<file path="src/rtl/core/rsb_pkg.sv">
// Shared types and constants for the rectangle subtraction block.
package rsb_pkg;

    localparam int CB = 16;
    localparam int NBANDS = 4;
    localparam int QDEPTH = 4;
    localparam int QPTR_W = $clog2(QDEPTH);
    localparam int QCNT_W = $clog2(QDEPTH + 1);

    // Band slots, in output order
    localparam int BAND_ABOVE = 0;
    localparam int BAND_BELOW = 1;
    localparam int BAND_LEFT  = 2;
    localparam int BAND_RIGHT = 3;

    typedef logic signed [CB-1:0] coord_t;
    typedef logic signed [CB:0]   wide_t;

    typedef struct packed {
        coord_t left;
        coord_t top;
        coord_t width;
        coord_t height;
    } rsb_piece_t;

    typedef struct packed {
        rsb_piece_t [NBANDS-1:0] piece;
        logic [NBANDS-1:0]       mask;
    } rsb_entry_t;

    typedef struct packed {
        logic full;
        logic empty;
    } rsb_qstat_t;

endpackage

</file>
<file path="src/rtl/core/rsb_front.sv">
// Front end: takes rectangle pairs, forms the intersection and classifies the bands.
module rsb_front
    import rsb_pkg::*;
(
    input  logic        clk,
    input  logic        rst_n,
    input  logic        item_valid,
    output logic        item_ready,
    input  coord_t      a_left,
    input  coord_t      a_top,
    input  coord_t      a_width,
    input  coord_t      a_height,
    input  coord_t      b_left,
    input  coord_t      b_top,
    input  coord_t      b_width,
    input  coord_t      b_height,
    input  rsb_qstat_t  qstat,
    output logic        push,
    output rsb_entry_t  push_entry
);

    logic   s1_valid_reg, s1_valid_next;
    coord_t ax_reg, ay_reg, aw_reg, ah_reg;
    wide_t  ax_end_reg, ay_end_reg;
    coord_t x0_reg, y0_reg, x1_reg, y1_reg;
    logic   a_empty_reg, b_empty_reg;

    wide_t  a_xend, a_yend, b_xend, b_yend;
    coord_t a_xw, a_yw, b_xw, b_yw;
    logic   s1_adv;

    wide_t  dx, dy, below_h, right_w;
    wide_t  x1e, y1e;
    logic   ok_x, ok_y, i_empty;
    coord_t ih;
    rsb_entry_t e;

    // stage 1: edge sums and the intersection corners
    always_comb
    begin
        a_xend = wide_t'(a_left) + wide_t'(a_width);
        a_yend = wide_t'(a_top) + wide_t'(a_height);
        b_xend = wide_t'(b_left) + wide_t'(b_width);
        b_yend = wide_t'(b_top) + wide_t'(b_height);
        a_xw = a_xend[CB-1:0];
        a_yw = a_yend[CB-1:0];
        b_xw = b_xend[CB-1:0];
        b_yw = b_yend[CB-1:0];
    end

    always_ff @(posedge clk or negedge rst_n)
    begin
        if (!rst_n)
        begin
            s1_valid_reg <= 1'b0;
        end
        else
        begin
            s1_valid_reg <= s1_valid_next;
        end
    end

    always_ff @(posedge clk)
    begin
        if (item_valid && item_ready)
        begin
            ax_reg      <= a_left;
            ay_reg      <= a_top;
            aw_reg      <= a_width;
            ah_reg      <= a_height;
            ax_end_reg  <= a_xend;
            ay_end_reg  <= a_yend;
            x0_reg      <= (a_left > b_left) ? a_left : b_left;
            y0_reg      <= (a_top > b_top) ? a_top : b_top;
            x1_reg      <= (a_xw < b_xw) ? a_xw : b_xw;
            y1_reg      <= (a_yw < b_yw) ? a_yw : b_yw;
            a_empty_reg <= a_width[CB-1] || (a_width == '0) || a_height[CB-1] || (a_height == '0);
            b_empty_reg <= b_width[CB-1] || (b_width == '0) || b_height[CB-1] || (b_height == '0);
        end
    end

    // stage 2: band tests, straight into the queue
    always_comb
    begin
        dx = wide_t'(x1_reg) - wide_t'(x0_reg);
        dy = wide_t'(y1_reg) - wide_t'(y0_reg);
        // intersection size must be positive after wrapping to CB bits
        ok_x = !dx[CB] && !dx[CB-1] && (dx != '0);
        ok_y = !dy[CB] && !dy[CB-1] && (dy != '0);
        i_empty = b_empty_reg || !ok_x || !ok_y;
        ih = dy[CB-1:0];
        // edges of a non-empty intersection never wrap
        x1e = wide_t'(x1_reg);
        y1e = wide_t'(y1_reg);
        below_h = ay_end_reg - y1e;
        right_w = ax_end_reg - x1e;

        e.piece[BAND_ABOVE] = '{left: ax_reg, top: ay_reg, width: aw_reg,
                                height: coord_t'(y0_reg - ay_reg)};
        e.piece[BAND_BELOW] = '{left: ax_reg, top: y1_reg, width: aw_reg,
                                height: below_h[CB-1:0]};
        e.piece[BAND_LEFT]  = '{left: ax_reg, top: y0_reg,
                                width: coord_t'(x0_reg - ax_reg), height: ih};
        e.piece[BAND_RIGHT] = '{left: x1_reg, top: y0_reg,
                                width: right_w[CB-1:0], height: ih};
        e.mask = '0;
        priority if (a_empty_reg)
        begin
            e.mask = '0;
        end
        else if (i_empty)
        begin
            e.piece[BAND_ABOVE] = '{left: ax_reg, top: ay_reg, width: aw_reg,
                                    height: ah_reg};
            e.mask[BAND_ABOVE] = 1'b1;
        end
        else
        begin
            e.mask[BAND_ABOVE] = y0_reg > ay_reg;
            e.mask[BAND_BELOW] = y1e < ay_end_reg;
            e.mask[BAND_LEFT]  = x0_reg > ax_reg;
            e.mask[BAND_RIGHT] = x1e < ax_end_reg;
        end

        // items with no pieces are dropped without a queue slot
        s1_adv        = !s1_valid_reg || (e.mask == '0) || !qstat.full;
        push          = s1_valid_reg && (e.mask != '0) && !qstat.full;
        push_entry    = e;
        item_ready    = s1_adv;
        s1_valid_next = item_valid ? 1'b1 : (s1_adv ? 1'b0 : s1_valid_reg);
    end

endmodule

</file>
<file path="src/rtl/core/rsb_queue.sv">
// Short queue of classified entries between the front and back ends.
module rsb_queue
    import rsb_pkg::*;
(
    input  logic        clk,
    input  logic        rst_n,
    input  logic        push,
    input  rsb_entry_t  push_entry,
    input  logic        pop,
    output rsb_entry_t  head,
    output rsb_qstat_t  qstat
);

    rsb_entry_t          mem_reg [QDEPTH];
    logic [QPTR_W-1:0]   wr_ptr_reg, wr_ptr_next;
    logic [QPTR_W-1:0]   rd_ptr_reg, rd_ptr_next;
    logic [QCNT_W-1:0]   count_reg, count_next;
    logic                do_push, do_pop;

    always_comb
    begin
        qstat.full  = (count_reg == QCNT_W'(QDEPTH));
        qstat.empty = (count_reg == '0);
        do_push     = push && !qstat.full;
        do_pop      = pop && !qstat.empty;
        wr_ptr_next = do_push ? QPTR_W'((wr_ptr_reg + 1'b1) % QDEPTH) : wr_ptr_reg;
        rd_ptr_next = do_pop ? QPTR_W'((rd_ptr_reg + 1'b1) % QDEPTH) : rd_ptr_reg;
        count_next  = count_reg + QCNT_W'(do_push) - QCNT_W'(do_pop);
        head        = mem_reg[rd_ptr_reg];
    end

    always_ff @(posedge clk or negedge rst_n)
    begin
        if (!rst_n)
        begin
            wr_ptr_reg <= '0;
            rd_ptr_reg <= '0;
            count_reg  <= '0;
        end
        else
        begin
            wr_ptr_reg <= wr_ptr_next;
            rd_ptr_reg <= rd_ptr_next;
            count_reg  <= count_next;
        end
    end

    always_ff @(posedge clk)
    begin
        if (do_push)
        begin
            mem_reg[wr_ptr_reg] <= push_entry;
        end
    end

endmodule

</file>
<file path="src/rtl/core/rsb_back.sv">
// Back end: walks the band mask of the head entry and gives one piece per transfer.
module rsb_back
    import rsb_pkg::*;
(
    input  logic        clk,
    input  logic        rst_n,
    input  rsb_entry_t  head,
    input  rsb_qstat_t  qstat,
    output logic        pop,
    output logic        piece_valid,
    input  logic        piece_ready,
    output coord_t      piece_left,
    output coord_t      piece_top,
    output coord_t      piece_width,
    output coord_t      piece_height,
    output logic        piece_last
);

    logic              started_reg, started_next;
    logic [NBANDS-1:0] rem_reg, rem_next;
    logic              out_valid_reg, out_valid_next;
    rsb_piece_t        out_piece_reg;
    logic              out_last_reg;

    logic [NBANDS-1:0] cur_mask, sel, left_over;
    rsb_piece_t        sel_piece;
    logic              load;

    always_comb
    begin
        cur_mask  = started_reg ? rem_reg : head.mask;
        // lowest set bit first: above, below, left, right
        sel       = cur_mask & (~cur_mask + 1'b1);
        left_over = cur_mask & ~sel;
        sel_piece = head.piece[BAND_ABOVE];
        for (int i = 0; i < NBANDS; i++)
        begin
            if (sel[i])
            begin
                sel_piece = head.piece[i];
            end
        end

        load           = !qstat.empty && (!out_valid_reg || piece_ready);
        pop            = load && (left_over == '0);
        started_next   = load ? (left_over != '0) : started_reg;
        rem_next       = load ? left_over : rem_reg;
        out_valid_next = load ? 1'b1 : (piece_ready ? 1'b0 : out_valid_reg);
    end

    always_ff @(posedge clk or negedge rst_n)
    begin
        if (!rst_n)
        begin
            started_reg   <= 1'b0;
            rem_reg       <= '0;
            out_valid_reg <= 1'b0;
        end
        else
        begin
            started_reg   <= started_next;
            rem_reg       <= rem_next;
            out_valid_reg <= out_valid_next;
        end
    end

    always_ff @(posedge clk)
    begin
        if (load)
        begin
            out_piece_reg <= sel_piece;
            out_last_reg  <= (left_over == '0);
        end
    end

    assign piece_valid  = out_valid_reg;
    assign piece_left   = out_piece_reg.left;
    assign piece_top    = out_piece_reg.top;
    assign piece_width  = out_piece_reg.width;
    assign piece_height = out_piece_reg.height;
    assign piece_last   = out_last_reg;

endmodule

</file>
<file path="src/rtl/core/rect_subtract_bands.sv">
// The first piece of an item passes the stage-1 registers, the queue and the output register
// before it is offered; further pieces follow one per cycle while piece_ready is high. The
// front end takes a new pair every cycle while the 4-entry queue has room; the output port
// sets sustained throughput, as a pair gives 1 to 4 pieces (one giving none takes no queue
// slot). Reset (rst_n, async) empties the pipeline and queue; no clearing pass is needed.
module rect_subtract_bands
    import rsb_pkg::*;
(
    input  logic   clk,
    input  logic   rst_n,
    input  logic   item_valid,
    output logic   item_ready,
    input  coord_t a_left,
    input  coord_t a_top,
    input  coord_t a_width,
    input  coord_t a_height,
    input  coord_t b_left,
    input  coord_t b_top,
    input  coord_t b_width,
    input  coord_t b_height,
    output logic   piece_valid,
    input  logic   piece_ready,
    output coord_t piece_left,
    output coord_t piece_top,
    output coord_t piece_width,
    output coord_t piece_height,
    output logic   piece_last
);

    rsb_qstat_t qstat;
    logic       push, pop;
    rsb_entry_t push_entry, head;

    rsb_front u_front (
        .clk        (clk),
        .rst_n      (rst_n),
        .item_valid (item_valid),
        .item_ready (item_ready),
        .a_left     (a_left),
        .a_top      (a_top),
        .a_width    (a_width),
        .a_height   (a_height),
        .b_left     (b_left),
        .b_top      (b_top),
        .b_width    (b_width),
        .b_height   (b_height),
        .qstat      (qstat),
        .push       (push),
        .push_entry (push_entry)
    );

    rsb_queue u_queue (
        .clk        (clk),
        .rst_n      (rst_n),
        .push       (push),
        .push_entry (push_entry),
        .pop        (pop),
        .head       (head),
        .qstat      (qstat)
    );

    rsb_back u_back (
        .clk          (clk),
        .rst_n        (rst_n),
        .head         (head),
        .qstat        (qstat),
        .pop          (pop),
        .piece_valid  (piece_valid),
        .piece_ready  (piece_ready),
        .piece_left   (piece_left),
        .piece_top    (piece_top),
        .piece_width  (piece_width),
        .piece_height (piece_height),
        .piece_last   (piece_last)
    );

endmodule
</file>
<file path="config.mk">
export PLATFORM = sky130hd
export DESIGN_NAME = rect_subtract_bands
export DESIGN_NICKNAME = d
export VERILOG_FILES = /design/src/rtl/core/rsb_pkg.sv /design/src/rtl/core/rsb_front.sv /design/src/rtl/core/rsb_queue.sv /design/src/rtl/core/rsb_back.sv /design/src/rtl/core/rect_subtract_bands.sv
export SDC_FILE = /design/constraint.sdc
export NUM_CORES = 1
export LEC_CHECK = 0
export BUFFER_PORTS_ARGS = -buffer_cell sky130_fd_sc_hd__buf_2
export CORE_UTILIZATION = 52
export CTS_CLUSTER_DIAMETER = 40
export CTS_CLUSTER_SIZE = 24
export DETAILED_ROUTE_END_ITERATION = 10
export PLACE_DENSITY = 0.75
export SLEW_MARGIN = 5
export SYNTH_ARGS = -nofsm -noshare
export SYNTH_HDL_FRONTEND = slang
export SYNTH_SLANG_ARGS = --single-unit
</file>
<file path="constraint.sdc">
create_clock -name clk -period 11.6 [get_ports clk]
set_clock_uncertainty 0.1 [all_clocks]
set_input_delay 2.32 -clock clk [delete_from_list [all_inputs] [get_ports clk]]
set_output_delay 2.32 -clock clk [all_outputs]
set_load 0.005 [all_outputs]
</file>
==> results of run 1 <==
-- cell usage in the layout, fill, tap and decap left out, types with 40 or more instances in the layout --
master     instances
mux2_2            60
mux2i_1           49
buf_2            198
a21oi_1          118
ha_1             258
inv_1            235
nand2_1          117
xnor2_1           74
xor2_1            49
mux4_2           180
edfxtp_1         949
clkbuf_16        116
nor3_1            47
a21o_1            46
nand3_1           40
nor2_1           116
o21ai_0          113
-- Yosys cell counts, types with 9 or more instances --
cell,number
nor2_4,10
o22ai_1,14
nand3_1,41
dfrtp_1,13
nor2_1,116
o21a_1,25
o21bai_1,14
nand4_1,19
or3_1,12
edfxtp_1,949
mux2_2,60
and2_1,14
a21boi_0,9
ha_1,258
a31oi_1,19
nand2b_1,27
fa_1,11
xor2_1,49
nor4_1,21
nor3_1,47
a21oi_2,10
mux2i_1,49
nand2_1,118
a211oi_1,9
a21o_1,46
and3_1,9
mux4_2,180
inv_1,235
o211ai_1,13
a21oi_1,119
nor2b_1,29
clkbuf_1,63
xnor2_1,74
o21ai_0,114
-- power by group --
group / internal, mW / total, mW / switching, mW / leakage, nW
sequential: 4.73 / 5.07 / 0.338 / 8.89
combinational: 1.65 / 4.04 / 2.39 / 8.25
clock: 2.12 / 3.72 / 1.60 / 1.96
total: 8.49 / 12.8 / 4.33 / 19.1
-- cells by family after synthesis --
| group | synth area share |
|---|---|
| mux | 0.117 |
| simple gates | 0.0547 |
| xor+xnor | 0.0238 |
| compound gates | 0.0655 |
| fa+ha+maj | 0.0761 |
| flops | 0.636 |
| buf+inv | 0.0263 |
-- worst min-delay path by stage --
stage,start,endpoint,cells after the start
after global routing,u_front.aw_reg[13],u_queue.mem_reg[2][97],0
after global placement,u_front.aw_reg[13],u_queue.mem_reg[2][97],0
after detailed placement,u_front.aw_reg[15],u_queue.mem_reg[1][99],0
final,u_front.aw_reg[12],u_queue.mem_reg[2][96],0
after CTS,u_front.aw_reg[13],u_queue.mem_reg[3][97],0
after floorplan,u_front.aw_reg[0],u_queue.mem_reg[0][84],0
-- metrics by stage --
step	total power, mW	setup WS [ns]	utilization	area [um2]	cells
global route	13.4	3.98	0.604	51800	4419
finish	12.8	4.24	0.604	51800	4419
detailed placement	9.15	4.79	0.557	47700	4202
global placement	9.00	4.78	0.557	47700	4202
CTS	12.9	4.26	0.604	51800	4419
floorplan	7.79	3.74	-	45300	2913
-- per-layer routing --
metal / GRT usage / wire (um)
met3: 0.0367 / 8410
met1: 0.366 / 47900
met5: 0 / 13
met2: 0.394 / 52300
met4: 0.0741 / 2800
-- area by class of cell --
cell class	count	area [um2]
inverters	235	882
clock inverters	94	1140
multi-input cells	1641	15300
well taps	1144	1430
flip-flops and latches	962	28800
fillers	6242	33900
repair buffers	220	1220
clock buffers	123	2950
-- worst max-delay path: stages (launching register included) --
cell      delay, ns
edfxtp_1       0.49
inv_1          0.12
ha_1           0.27
fa_1           0.41
nand2b_1       0.19
a21oi_1        0.23
o21ai_0        0.19
o21ai_0        0.38
xor2_1         0.20
or3_1          0.33
or4_1          0.50
nand3_1        0.21
o21ai_0        0.22
or2_1          0.34
buf_2          0.16
==> summary.md, run 1 <==
| Metric | Value |
|---|---|
| Status | `complete, no violations` |
| Detailed Routing Iterations Pass 1 | `5` |
| Portion of the clock cycle consumed by the worst path in the final layout | `0.634` |
| Clock insertion delay at the later pin of the skew report | `0.70 ns` |
| #FFs+latches synth | `962` |
| Static leakage power | `19.1 nW` |
| Routed length per placed instance | `25.2 um` |
| RSZ-0062 raised after global routing | `no` |
| Maximum count of clock buffers along a single path | `3` |
| Chip Width | `297 um` |
| Max-cap violations | `0` |
| FF-to-FF End | `u_queue.mem_reg[3][236]` |
| Flip-flop count of the largest register after layout | `720` |
| IO Port Bufs | `between 150 and 200` |
| Setup slack on the worst flop-to-flop path | `5.60 ns` |
| CP Capture Point | `item_ready` |
| EDFF count, synth | `949` |
| Die area | `0.0883 mm2` |
| Wire length of the first global-routing pass | `166,000 um` |
| Transition time of the tightest slew-check pin | `1.16 ns` |
| Hold Crit Class | `reg -> reg` |
| Global routing usage summed across all routing layers | `0.251` |
| Worst EP arrival | `roughly 5 ns` |
| Final count of hold timing violations | `0` |
| Rows | `107` |
| Avg Inst Size Synth | `roughly 16 um2` |
| Top flip-flop cell by instance count after synthesis | `edfxtp_1` |
| Nets in the synthesized netlist | `3,314` |
| Total CTS buffers | `114` |
| Routed vias | `between 20,000 and 30,000` |
| Post-CTS Hold Fix Bufs | `0` |
| TritonCTS clock tree | `built` |
| Worst reg2reg startpoint | `u_front.y1_reg[0]` |
| Antenna violations before repair | `6` |
| Critical-path maximum fanout | `6` |
| WHS | `0.409 ns` |
| Routed Wire Length | `111,000 um` |
| Share of synthesized area occupied by flip-flops and latches | `0.636` |
| Min Clock Period, post-route | `7.36 ns` |
| Setup crit end kind | `primary output` |
| Dominant cells by area after synthesis | `edfxtp_1 (63%), mux4_2 (9.0%), ha_1 (7.1%)` |
| Slew HR | `0.229` |
| Final GP Congestion | `~0.93` |
| Gate count of the mapped netlist | `2,913` |
| Final setup violating endpoints | `0` |
| Unique cell type count in the Yosys netlist | `77` |
| Clock-pin slew reported for the worst setup and hold paths after clock tree synthesis | `roughly 0.070 ns` |
| Die height | `about 300 um` |
| Final #Nets | `between 3,000 and 4,000` |
| Post-CTS Setup Bufs | `0` |
| Number of violations reported at the end of detailed-routing iteration 0 | `2,467` |
| Count of yosys warnings during synthesis | `0` |
| Detail Route Antenna Nets | `0` |
| Fraction of final layout cells sized beyond drive strength 1 | `0.220` |
| Count of cells resized by post-cts repair | `0` |
| Syn-to-layout area delta | `14.4%` |
| Total grt overflow | `0` |
| Via density per instance | `6.03` |
| Starting utilization of the core area | `0.529` |
| Share of Yosys cell area claimed by the top area cell type | `0.629` |
| Share of synthesized flip-flops with an asynchronous set or reset | `0.0135` |
| H-Tree Level Count | `3` |
| Class of the most critical setup path | `reg -> out` |
| Number of sinks on the clock net | `962` |
| Final Slew Violations | `0` |
| Post-Synthesis Cell Area | `0.0453 mm2` |
| Setup total negative slack | `0 ns` |
| Achievable frequency | `136 MHz` |
| Category of the worst setup path launch point | `flop` |
| HPWL after DPL | `75,700 um` |
| Critical Path Source | `u_front.y1_reg[0]` |
| Cell Pwr Density | `around 250 mW/mm2` |
| Floorplan Core Area | `0.0857 mm2` |
| Number of diodes | `0` |
| Cell count of the worst reg-to-reg path | `14` |
| Drt drc | `0` |
| Cell taking the most area after synthesis | `edfxtp_1` |
| Number of top-level pins | `199` |
| Root buffer cell | `clkbuf_16` |
| Largest net degree at the start of global routing | `154` |
| Vias in the first global route | `27,000` |
| Maximum vdd drop | `0.000235 V` |
| CP Data Required Time | `approximately 9.2 ns` |
Note: power is estimated with default switching activity, not from simulation.
==> run 2, diff against run 1 <==
==> constraint.sdc (replaced) <==
create_clock -name clk -period 7.3 [get_ports clk]
set_clock_uncertainty 0.1 [all_clocks]
set_input_delay 1.46 -clock clk [delete_from_list [all_inputs] [get_ports clk]]
set_output_delay 1.46 -clock clk [all_outputs]
set_load 0.005 [all_outputs]
==> summary.md, run 2 (same netlist as run 1, synthesis figures left out) <==
| Metric | Value |
|---|---|
| Die height | `297 um` |
| H-Tree Level Count | `3` |
| Maximum vdd drop | `a little under 0.0003 V` |
| Total grt overflow | `0` |
| RSZ-0062 raised after global routing | `no` |
| Die area | `0.0883 mm2` |
| Starting utilization of the core area | `0.529` |
| Number of sinks on the clock net | `between 900 and 1,000` |
| Detail Route Antenna Nets | `0` |
| Critical-path maximum fanout | `6` |
| Routed length per placed instance | `~25 um` |
| Static leakage power | `19.2 nW` |
| Rows | `107` |
| Maximum count of clock buffers along a single path | `3` |
| Clock-pin slew reported for the worst setup and hold paths after clock tree synthesis | `roughly 0.070 ns` |
| Total CTS buffers | `111` |
| IO Port Bufs | `198` |
| Number of top-level pins | `a little under 200` |
| Via density per instance | `approximately 6` |
| Routed vias | `between 20,000 and 30,000` |
| Peak per-stage delay on the critical path | `0.53 ns` |
| Syn-to-layout area delta | `14.7%` |
| Max-cap violations | `0` |
| Vias in the first global route | `between 20,000 and 30,000` |
| Flip-flop count of the largest register after layout | `720` |
| Final Slew Violations | `0` |
| Final GP Congestion | `0.925` |
| Hold Crit Class | `reg -> reg` |
| Global routing usage summed across all routing layers | `0.254` |
| Routed Wire Length | `112,000 um` |
| Post-CTS Setup Bufs | `0` |
| HPWL after DPL | `about 78,000 um` |
| Cell type group with the largest total delay on the critical path | `simple AND/OR/NAND/NOR gates` |
| Number of buffer and inverter instances along the worst setup path | `2` |
| WHS | `0.415 ns` |
| Count of cells resized by post-cts repair | `0` |
| Drt drc | `0` |
| Portion of the clock cycle consumed by the worst path in the final layout | `0.889` |
| Fraction of final layout cells sized beyond drive strength 1 | `0.224` |
| CP Data Required Time | `5.74 ns` |
| Setup crit end kind | `primary output` |
| Leading cell types in the layout, fill and taps excluded | `edfxtp_1 (949), ha_1 (258), inv_1 (235)` |
| Chip Width | `slightly below 300 um` |
| Hold depth | `0` |
| Setup slack on the worst flop-to-flop path | `1.71 ns` |
| Crit-path slowest cell | `edfxtp_1` |
| Final setup violating endpoints | `0` |
| Post-CTS Hold Fix Bufs | `0` |
| Root buffer cell | `clkbuf_16` |
| Final count of hold timing violations | `0` |
| Most frequent standard cell in the layout excluding fill and tap cells | `edfxtp_1` |
| Antenna violations before repair | `3` |
| Worst reg2reg startpoint | `u_front.y1_reg[0]` |
| Worst EP arrival | `between 4 and 5 ns` |
| Setup total negative slack | `0 ns` |
| Final #Nets | `3,587` |
| Largest net degree at the start of global routing | `107` |
| Min Clock Period, post-route | `6.49 ns` |
| Worst min-delay path startpoint | `u_front.aw_reg[13]` |
| Slew HR | `0.151` |
| Wire length of the first global-routing pass | `approximately 170,000 um` |
| Class of the most critical setup path | `reg -> out` |
| Category of the worst setup path launch point | `flop` |
| Achievable frequency | `154 MHz` |
| Status | `complete, no violations` |
| Cell Pwr Density | `393 mW/mm2` |
| Floorplan Core Area | `between 0.08 and 0.09 mm2` |
| Endpoint of the worst hold-timing path | `u_queue.mem_reg[3][97]` |
| FF-to-FF End | `u_queue.mem_reg[1][249]` |
| Clock insertion delay at the later pin of the skew report | `0.70 ns` |
| Cell count of the worst reg-to-reg path | `14` |
| TritonCTS clock tree | `built` |
| Transition time of the tightest slew-check pin | `1.27 ns` |
| Number of violations reported at the end of detailed-routing iteration 0 | `2,421` |
| Detailed Routing Iterations Pass 1 | `7` |
| Most prevalent standard cell on the critical path | `o21ai_0` |
| Worst-path cell chain | `inv_1, ha_1, fa_1, nand2b_1, a21oi_1, o21ai_0, o21ai_0, xor2_1, or3_1, or4_1, nand3_1, o21ai_0, or2_1, buf_2` |
==> run 2: worst max path at each step <==
stage                           start                   to  slack (ns)  cells past startpoint
CTS                 u_front.y1_reg[0]           item_ready        0.79                     14
global placement            b_left[1]    u_front.x1_reg[0]        1.09                     16
detailed placement          b_left[1]    u_front.x1_reg[0]        1.10                     16
finish              u_front.y1_reg[0]           item_ready        0.81                     14
global route        u_front.y1_reg[0]           item_ready        0.56                     14
floorplan           u_front.y1_reg[0]  u_front.a_empty_reg        0.27                     13
==> run 2: final cells by class <==
type | instances | area [um2]
timing repair buffer | 235 | 1370
clock inverter | 97 | 1310
inverter | 235 | 882
tap | 1144 | 1430
sequential | 962 | 28800
multi-input combinational | 1641 | 15300
fill | 6231 | 33700
antenna | 1 | 2.50
clock buffer | 114 | 2790
==> run 2: per-layer routing <==
layer | global-route usage | vias to the layer above | share of wire
met5 | 0 | - | 0
met4 | 0.0700 | 0 | 0.024
met3 | 0.0404 | 158 | 0.079
met2 | 0.392 | 1056 | 0.46
met1 | 0.376 | 13600 | 0.44
li1 | - | 11900 | -
==> run 2: metrics by stage <==
step                cell area, um2  cells  setup WS [ns]   util  total power, mW
floorplan                    45300   2913          0.268      -             12.3
global placement             47900   4217           1.09  0.559             14.4
detailed placement           47900   4217           1.10  0.559             14.5
CTS                          52000   4428          0.795  0.606             20.5
global route                 52000   4428          0.564  0.606             21.4
finish                       52000   4429          0.814  0.606             20.4
==> run 2: power by group <==
group	total, mW	internal [mW]	leakage (nW)	switching (mW)
Combinational	6.39	2.63	8.34	3.76
Sequential	8.10	7.51	8.89	0.589
Clock	5.93	3.38	1.97	2.55
Total	20.4	13.5	19.2	6.90
